--- config.mk ---
export PLATFORM = sky130hd
export DESIGN_NAME = sgdm_rate_mul
export DESIGN_NICKNAME = d
export VERILOG_FILES = /design/src/hw/rtl/sgdm_pkg.sv /design/src/hw/rtl/sgdm_rate_mul.sv
export SDC_FILE = /design/constraint.sdc
export NUM_CORES = 1
export LEC_CHECK = 0
export BUFFER_PORTS_ARGS = -buffer_cell sky130_fd_sc_hd__buf_2
export CORE_ASPECT_RATIO = 1.2
export CORE_MARGIN = 3
export CORE_UTILIZATION = 55
export DETAILED_ROUTE_END_ITERATION = 10
export PLACE_DENSITY_LB_ADDON = 0.25
export SYNTH_ARGS = -nofsm -noshare
export SYNTH_HDL_FRONTEND = slang
export SYNTH_SLANG_ARGS = --single-unit
--- constraint.sdc ---
create_clock -name i_clk -period 6.1 [get_ports i_clk]
set_input_delay 0.61 -clock i_clk [delete_from_list [all_inputs] [get_ports i_clk]]
set_output_delay 0.61 -clock i_clk [all_outputs]
set_load 0.005 [all_outputs]
--- src/hw/rtl/sgdm_pkg.sv ---
// shared types, constants and saturation helpers for the sgd momentum update
`timescale 1ns / 1ps
`default_nettype none

package sgdm_pkg;

    // value format and rate format
    localparam int VALUE_BITS = 32;
    localparam int RATE_FRAC  = 16;
    localparam int RATE_W     = RATE_FRAC + 1;
    localparam int LR_W       = RATE_FRAC;
    localparam int PROD_W     = VALUE_BITS + RATE_W + 1;
    localparam int SCALED_W   = PROD_W - RATE_FRAC;
    localparam int GUARD_W    = SCALED_W - VALUE_BITS + 1;
    localparam int CFG_IDX_W  = 3;

    typedef logic signed [VALUE_BITS-1:0] t_value;
    typedef logic [RATE_W-1:0]            t_rate;

    localparam t_rate  RATE_ONE = t_rate'(1) << RATE_FRAC;
    localparam t_value VAL_MAX  = {1'b0, {(VALUE_BITS-1){1'b1}}};
    localparam t_value VAL_MIN  = {1'b1, {(VALUE_BITS-1){1'b0}}};

    // configuration register indexes
    typedef enum logic [CFG_IDX_W-1:0] {
        CFG_LEARNING_RATE = 3'd0,
        CFG_DAMPENING     = 3'd1,
        CFG_MOMENTUM      = 3'd2,
        CFG_NESTEROV      = 3'd3,
        CFG_FIRST_STEP    = 3'd4
    } t_cfg_idx;

    // request and response payloads
    typedef struct packed {
        t_value weight_in;
        t_value accum_in;
        t_value gradient_in;
        logic   last_in;
    } t_in;

    typedef struct packed {
        t_value weight_out;
        t_value accum_out;
        logic   last_out;
        logic   init_done;
    } t_out;

    // drop the rate fraction (floor) and clamp to the value range
    function automatic t_value sat_scale(input logic signed [PROD_W-1:0] p);
        logic [SCALED_W-1:0] s;
        logic [GUARD_W-1:0]  g;
        s = p[PROD_W-1:RATE_FRAC];
        g = s[SCALED_W-1:VALUE_BITS-1];
        if (g == '0 || g == '1) begin
            return t_value'(s[VALUE_BITS-1:0]);
        end
        return s[SCALED_W-1] ? VAL_MIN : VAL_MAX;
    endfunction

    // saturating add
    function automatic t_value sat_add(input t_value a, input t_value b);
        logic [VALUE_BITS:0] s;
        s = {a[VALUE_BITS-1], a} + {b[VALUE_BITS-1], b};
        if (s[VALUE_BITS] != s[VALUE_BITS-1]) begin
            return s[VALUE_BITS] ? VAL_MIN : VAL_MAX;
        end
        return t_value'(s[VALUE_BITS-1:0]);
    endfunction

    // saturating subtract
    function automatic t_value sat_sub(input t_value a, input t_value b);
        logic [VALUE_BITS:0] s;
        s = {a[VALUE_BITS-1], a} - {b[VALUE_BITS-1], b};
        if (s[VALUE_BITS] != s[VALUE_BITS-1]) begin
            return s[VALUE_BITS] ? VAL_MIN : VAL_MAX;
        end
        return t_value'(s[VALUE_BITS-1:0]);
    endfunction

endpackage

`default_nettype wire

--- src/hw/rtl/sgdm_rate_mul.sv ---
// registered value-by-rate multiplier with floor scaling and saturation
`timescale 1ns / 1ps
`default_nettype none

module sgdm_rate_mul
    import sgdm_pkg::*;
(
    input  wire logic   i_clk,
    input  wire logic   i_en,
    input  wire t_value i_value,
    input  wire t_rate  i_rate,
    output t_value      o_scaled
);

    logic signed [RATE_W:0]   w_rate;
    logic signed [PROD_W-1:0] r_prod;

    // rate is unsigned, widen with a zero sign bit
    assign w_rate = {1'b0, i_rate};

    // product register
    always_ff @(posedge i_clk) begin
        if (i_en) begin
            r_prod <= i_value * w_rate;
        end
    end

    // scale and clamp after the register
    assign o_scaled = sat_scale(r_prod);

endmodule

`default_nettype wire
# After elaboration in Yosys (flattened, before gate mapping)
# Index checks and enable logic that the tools add are counted.
[classes]
n_mux = 4
n_reduce_logical = 2
eq_ne = 1
n_mul = 1
[ops]
columns = ["operator", "n"]
rows = [
  ["32-bit two-way mux", 3],
  ["32-bit by 18-bit multiplier with 50-bit output", 1],
  ["3-bit == test, second input constant", 1],
  ["3-bit logical NOT", 1],
  ["1-bit logical OR", 1],
  ["1-bit two-way mux", 1],
]
[totals]
word_cells = 9
register_bits = 50
input_bits = 51
output_inout_bits = 32

# Depth between registers and ports, before layout
# Gate-level depths: netlist (run 1).
[logic_depth]
word_depth = 4
mapped_depth = 25

# Least setup slack after synthesis (run 1)
# OpenSTA, ideal clock, no wires.
[synth_timing]
path_kind = "input port to flip-flop"
startpoint = "input i_value[31]"
endpoint = "register r_prod[48] (data pin)"
setup_slack_ns = -0.209
setup_ns = 0.259
cell_stages = 21
arrival_time_ns = 6.050
cell_sequence = "clkbuf_1 > nand2_1 > fa_1 > fa_1 > inv_1 > fa_1 > fa_1 > fa_1 > inv_1 > fa_1 > inv_1 > ha_1 > a21o_1 > a21o_1 > a21o_1 > a21oi_1 > nor2_1 > a2111oi_0 > nand3_1 > o211ai_1 > xnor2_1"
[synth_via]
elab_chain_cells = 1
[synth_rtl]
columns = ["item", "line", "source"]
rows = [
  ["start, declared", "sgdm_rate_mul.sv:10", "input wire t_value i_value,"],
  ["32-bit by 18-bit multiplier with 50-bit output", "sgdm_rate_mul.sv:24", "r_prod <= i_value * w_rate;"],
  ["end signal, assigned", "sgdm_rate_mul.sv:24", ""],
  ["end, declared", "sgdm_rate_mul.sv:16", "logic signed [PROD_W-1:0] r_prod;"],
]
# No other way between the ends.
# A chain may end at the register's enable or synchronous reset.

# Worst setup path in the final report (run 1)
[layout_timing]
startpoint = "input i_rate[6]"
endpoint = "register r_prod[40] (data pin)"
[layout_via]
elab_chain_cells = 1
[layout_rtl]
columns = ["item", "line", "source"]
rows = [
  ["start, declared", "sgdm_rate_mul.sv:11", "input wire t_rate i_rate,"],
  ["32-bit by 18-bit multiplier with 50-bit output", "sgdm_rate_mul.sv:24", ""],
]
# No other way between the ends.

==> qor.yml, run 1 <==
status: "complete, but fails checks"
violations: "setup timing"
dr.pass1.iters: 7
async_reset_ff_share_pct: 0
clk_pin_slew_ns: 0.06
grt_pass1_vias: 18400
cts.sinks: 34
largest_reg_flops: 34
dp_hpwl_um: 46600
drtIter0Drc: 892
grt_max_degree: 35
syn_area_um2: 20200
grt_first_pass_wirelength_um: 92000
worstHoldPathCells: 1
htreeDepth: 2
pre_cts_ws_ns: -0.589
grt_setup_unrepaired: "true"
synth_cells: 2233
start_util_pct: 56.0
tns_ns: -0.329
syn_nets: 2918
mostFrequentLayoutCells: "inv_1 (586), fa_1 (481), and2_1 (302)"
via_per_inst: 5.30
hold_buffers: 0
cts_tree: "built"
drive_above_1_share_pct: 22.3
cp.arrival_ns: 6.22
gr-total-overflow: 0
crit_required_ns: 6.13
nets: 3215
finalCriticalPeriod_ns: 6.19
syn_to_final_growth_pct: 21.9
cp_max_fo: 22
die_w_um: 181
synth_seq_cells: 34
finalMaxSlewViolations: 0
hold_viol_final: 0
design.die.area_um2: 39100
final_area_um2: 24600
drt-total-wl_um: 57200
critPathKind: "in2reg"
cp-start-kind: "input pin"
yosysSeqAreaShare_pct: 5.05
syn_avg_cell_area_um2: 9.06
cts_max_path_buffers: 2
max_cap_viol_count: 0
portBuffers: 82
tightest_slew_ns: 1.15
fp-row-count: 76
fillers: 2768
slew_headroom_pct: 23.4
hold_class: "in2reg"
dominantRegCellSynth: "edfxtp_1"
postLayoutCoreUtil_pct: 68.2
setup_ws_ns: -0.0862
place_area_um2: 23100
finalCritPeriodShare_pct: 101
clock.fmax_mhz: 162
reg_top3: "r_prod: 34 flops"
synth_enable_flop_cells: 34
io_pins: 83
yosysWarnings: 0
die_h_um: 216
largest-register: "r_prod"
clockRootBuffer: "clkbuf_16"
core_um2: 36100
synth_cell_type_count: 59
track_usage_pct: 29.9
wl_per_cell_um: 19.1
vias: 15900
grt_antenna_before_repair: 1
finalSetupViolCount: 10
crit_path_end_kind: "flop"
ant_nets: 0
cts_made_buffers: 5
diodes: 0
place.gp.congestion: 0.941
final_common_cell: "inv_1"
drc: 0
==> repair_timing <==
action                                  4_1_cts  5_1_grt
pin swaps                                    66      118
gates resized for setup                     114      142
endpoints found under the setup margin       23       24
gates cloned                                  4        3
setup buffers                                14        8
==> worst max-delay path, cell delays in order <==
cell and delay [ns]:
buf_12 0.14, and2_4 0.17, fa_1 0.55, inv_2 0.04, fa_1 0.48, fa_1 0.49, inv_1 0.05, fa_1 0.47
fa_1 0.51, inv_1 0.05, fa_1 0.55, inv_2 0.06, ha_4 0.22, or3_4 0.41, a21oi_4 0.21, o21ai_4 0.08
a31oi_4 0.23, a211oi_4 0.08, buf_4 0.15, or2_4 0.25, nor2_4 0.14, o21bai_1 0.11, xor2_1 0.14
==> final timing paths <==
kind	start	endpoint	slack [ns]
worst max-delay path	i_rate[6]	r_prod[40]$_DFFE_PP_	-0.09
worst min-delay path	i_en	r_prod[23]$_DFFE_PP_	0.94
==> per-layer routing <==
| layer | share of wire [%] | vias to the layer above | global-route usage [%] |
|---|---|---|---|
| met5 | 0 | - | 0 |
| met4 | 7.5 | 0 | 17.4 |
| met3 | 4.7 | 229 | 2.77 |
| met2 | 53 | 583 | 55.9 |
| met1 | 35 | 8130 | 33.0 |
| li1 | - | 6966 | - |
==> through the flow <==
stage	hold WS (ns)	instances
after floorplan	0.722	2233
after global placement	1.12	2963
after detailed placement	1.12	2963
after CTS	0.958	2989
after global routing	1.01	2999
final	0.944	2999
==> logic make-up (layout without fill, tap and decap cells) <==
group	Yosys count	in the layout	share of synthesized area (%)
AO/OA/AOI/OAI	118	118	4.08
AND/OR/NAND/NOR	695	695	17.4
adder cells (fa/ha/maj)	634	634	58.5
XOR/XNOR	40	40	1.73
buffers and inverters	712	1010	13.3
flip-flops	34	34	5.05
==> Yosys cell counts, types with 2 or more instances <==
master	instances	area, um2
fa_1	519	10400
inv_1	612	2300
and4_1	3	26.3
nor2_1	83	312
nand2_1	255	957
ha_1	115	1440
a21oi_2	3	26.3
o211ai_1	2	15.0
a21o_1	14	105
edfxtp_1	34	1020
a31oi_1	4	25.0
nor4_1	2	12.5
nor3_1	3	15.0
clkbuf_1	91	342
xor2_1	12	105
nand3_1	10	50.1
nand4_1	6	37.5
a22oi_1	2	15.0
o21bai_1	7	52.6
a21oi_1	43	215
and3_1	5	31.3
o21ai_0	9	45.0
o22ai_1	3	18.8
a211oi_1	2	15.0
xnor2_1	28	245
o21a_1	3	22.5
buf_2	7	35.0
a221oi_2	2	30.0
or2_1	2	12.5
and2_1	317	1980
o21ai_1	7	35.0
==> cell type report <==
class / instances / area [um2] / area share, %
Inverter: 612 / 2300 / 9.32
Clock inverter: 3 / 68.8 / 0.279
Timing Repair Buffer: 390 / 3400 / 13.8
Tap cell: 468 / 586 / 2.38
Clock buffer: 5 / 125 / 0.508
Sequential cell: 34 / 1020 / 4.14
Multi-Input combinational cell: 1487 / 17200 / 69.6
Power of run 1 is left out: the tool's default activity adds up to more than one toggle a clock period on the data nets, which glitch-free logic cannot reach.
==> run 2, diff against run 1 <==
- BUFFER_PORTS_ARGS: -buffer_cell sky130_fd_sc_hd__buf_2 -> not set
- DONT_BUFFER_PORTS: not set -> 1
==> run 2 against run 1 <==
Effect of this change: setup slack better by 0.21 ns; non-clock buffer count is 305 lower; the run now ends clean; critical path type unchanged; count of clock-buffer cells in the layout stayed put.
==> qor.yml, run 2 (same netlist as run 1, synthesis figures left out) <==
wl_per_cell_um: 20.1
finalCritPeriodShare_pct: 97.9
final_common_cell: "inv_1"
dr.pass1.iters: 7
io_pins: 83
worstHoldPathCells: 0
clockRootBuffer: "clkbuf_16"
status: "finished, final reports clean"
max_cap_viol_count: 0
finalSetupViolCount: 0
nets: 2910
grt_pass1_vias: 17000
place_area_um2: 21100
cts_tree: "built"
finalMaxSlewViolations: 0
vias: 14700
finalCriticalPeriod_ns: 5.97
largest-register: "r_prod"
reg_top3: "r_prod: 34 flops"
largest_reg_flops: 34
drc: 0
cp-start-kind: "input pin"
fp-row-count: 76
cts.sinks: 34
hold_class: "in2reg"
cp_max_fo: 32
fillers: 3190
drtIter0Drc: 613
die_w_um: 181
core_um2: 36100
slew_headroom_pct: 62.8
portBuffers: 0
design.die.area_um2: 39100
drive_above_1_share_pct: 6.56
diodes: 0
hp-start: "i_en"
mostFrequentLayoutCells: "inv_1 (603), fa_1 (517), and2_1 (313)"
via_per_inst: 5.45
tightest_slew_ns: 0.555
htreeDepth: 2
cts_max_path_buffers: 2
grt_max_degree: 35
hold_viol_final: 0
place.gp.congestion: 0.910
clock.fmax_mhz: 167
grt_first_pass_wirelength_um: 88300
critPathKind: "in2reg"
grt_setup_unrepaired: "true"
clk_pin_slew_ns: 0.06
grt_antenna_before_repair: 0
final_area_um2: 21500
crit_required_ns: 6.13
min_to: "r_prod[20]$_DFFE_PP_"
drt-total-wl_um: 54000
track_usage_pct: 29.0
start_util_pct: 56.0
syn_to_final_growth_pct: 6.14
cts_made_buffers: 5
ant_nets: 0
gr-total-overflow: 0
hold_buffers: 0
dp_hpwl_um: 42700
crit_path_end_kind: "flop"
cp.arrival_ns: 6.01
die_h_um: 216
-- run 2: how the worst max path moves through the flow --
stage | startpoint | to | slack (ns) | cells after the start
2_1_floorplan | i_rate[0] | r_prod[48]$_DFFE_PP_ | -0.006 | 22
6_report | i_rate[6] | r_prod[47]$_DFFE_PP_ | 0.13 | 20
3_5_place_dp | i_value[13] | r_prod[46]$_DFFE_PP_ | -0.11 | 21
5_1_grt | i_value[10] | r_prod[47]$_DFFE_PP_ | -0.04 | 19
4_1_cts | i_value[22] | r_prod[46]$_DFFE_PP_ | 0.18 | 21
3_3_place_gp | i_rate[3] | r_prod[48]$_DFFE_PP_ | -0.18 | 20
-- run 2: through the flow --
step | std cells | setup WS, ns | utilization [%] | TNS (ns) | hold slack [ns]
after floorplan | 2233 | -0.00591 | - | -0.00591 | 0.722
after global placement | 2681 | -0.179 | 58.3 | -0.513 | 0.729
after detailed placement | 2681 | -0.110 | 58.3 | -0.847 | 0.730
after CTS | 2689 | 0.179 | 58.8 | 0 | 0.439
after global routing | 2694 | -0.0375 | 59.4 | -0.0880 | 0.430
final | 2694 | 0.126 | 59.4 | 0 | 0.448
-- run 2: per-layer routing --
layer,up-vias,wire length [um],share of wire [%],track usage [%]
met5,-,0,0,0
met2,451,29500,55,55.6
met1,7698,18500,34,31.2
met3,189,2230,4.1,3.09
met4,0,3790,7.0,15.3
li1,6338,-,-,-
-- run 2: cell type report --
type / count / area, um2 / share of cell area [%]
Tap cell: 468 / 586 / 2.73
Inverter: 612 / 2300 / 10.7
Timing Repair Buffer: 85 / 638 / 2.97
Clock buffer: 5 / 125 / 0.583
Multi-Input combinational cell: 1487 / 16700 / 77.9
Sequential cell: 34 / 1020 / 4.76
Clock inverter: 3 / 68.8 / 0.321
-- run 2: worst max-delay path, cell delays in order --
cell      delay, ns
and2_1         0.16
fa_1           0.53
inv_1          0.05
fa_1           0.51
fa_1           0.52
inv_1          0.05
fa_1           0.53
fa_1           0.51
inv_1          0.05
fa_1           0.53
inv_1          0.06
ha_1           0.30
buf_4          0.16
and3_1         0.20
a31oi_4        0.12
a211oi_4       0.37
o21ai_4        0.13
a311oi_4       0.33
a31oi_1        0.15
xnor2_1        0.14
-- run 2: timing repair --
action | in CTS | in global routing
setup endpoints to repair | 0 | 12
setup buffers | 0 | 5
gates resized for setup | 0 | 33
Power of run 2 is left out for the same reason.
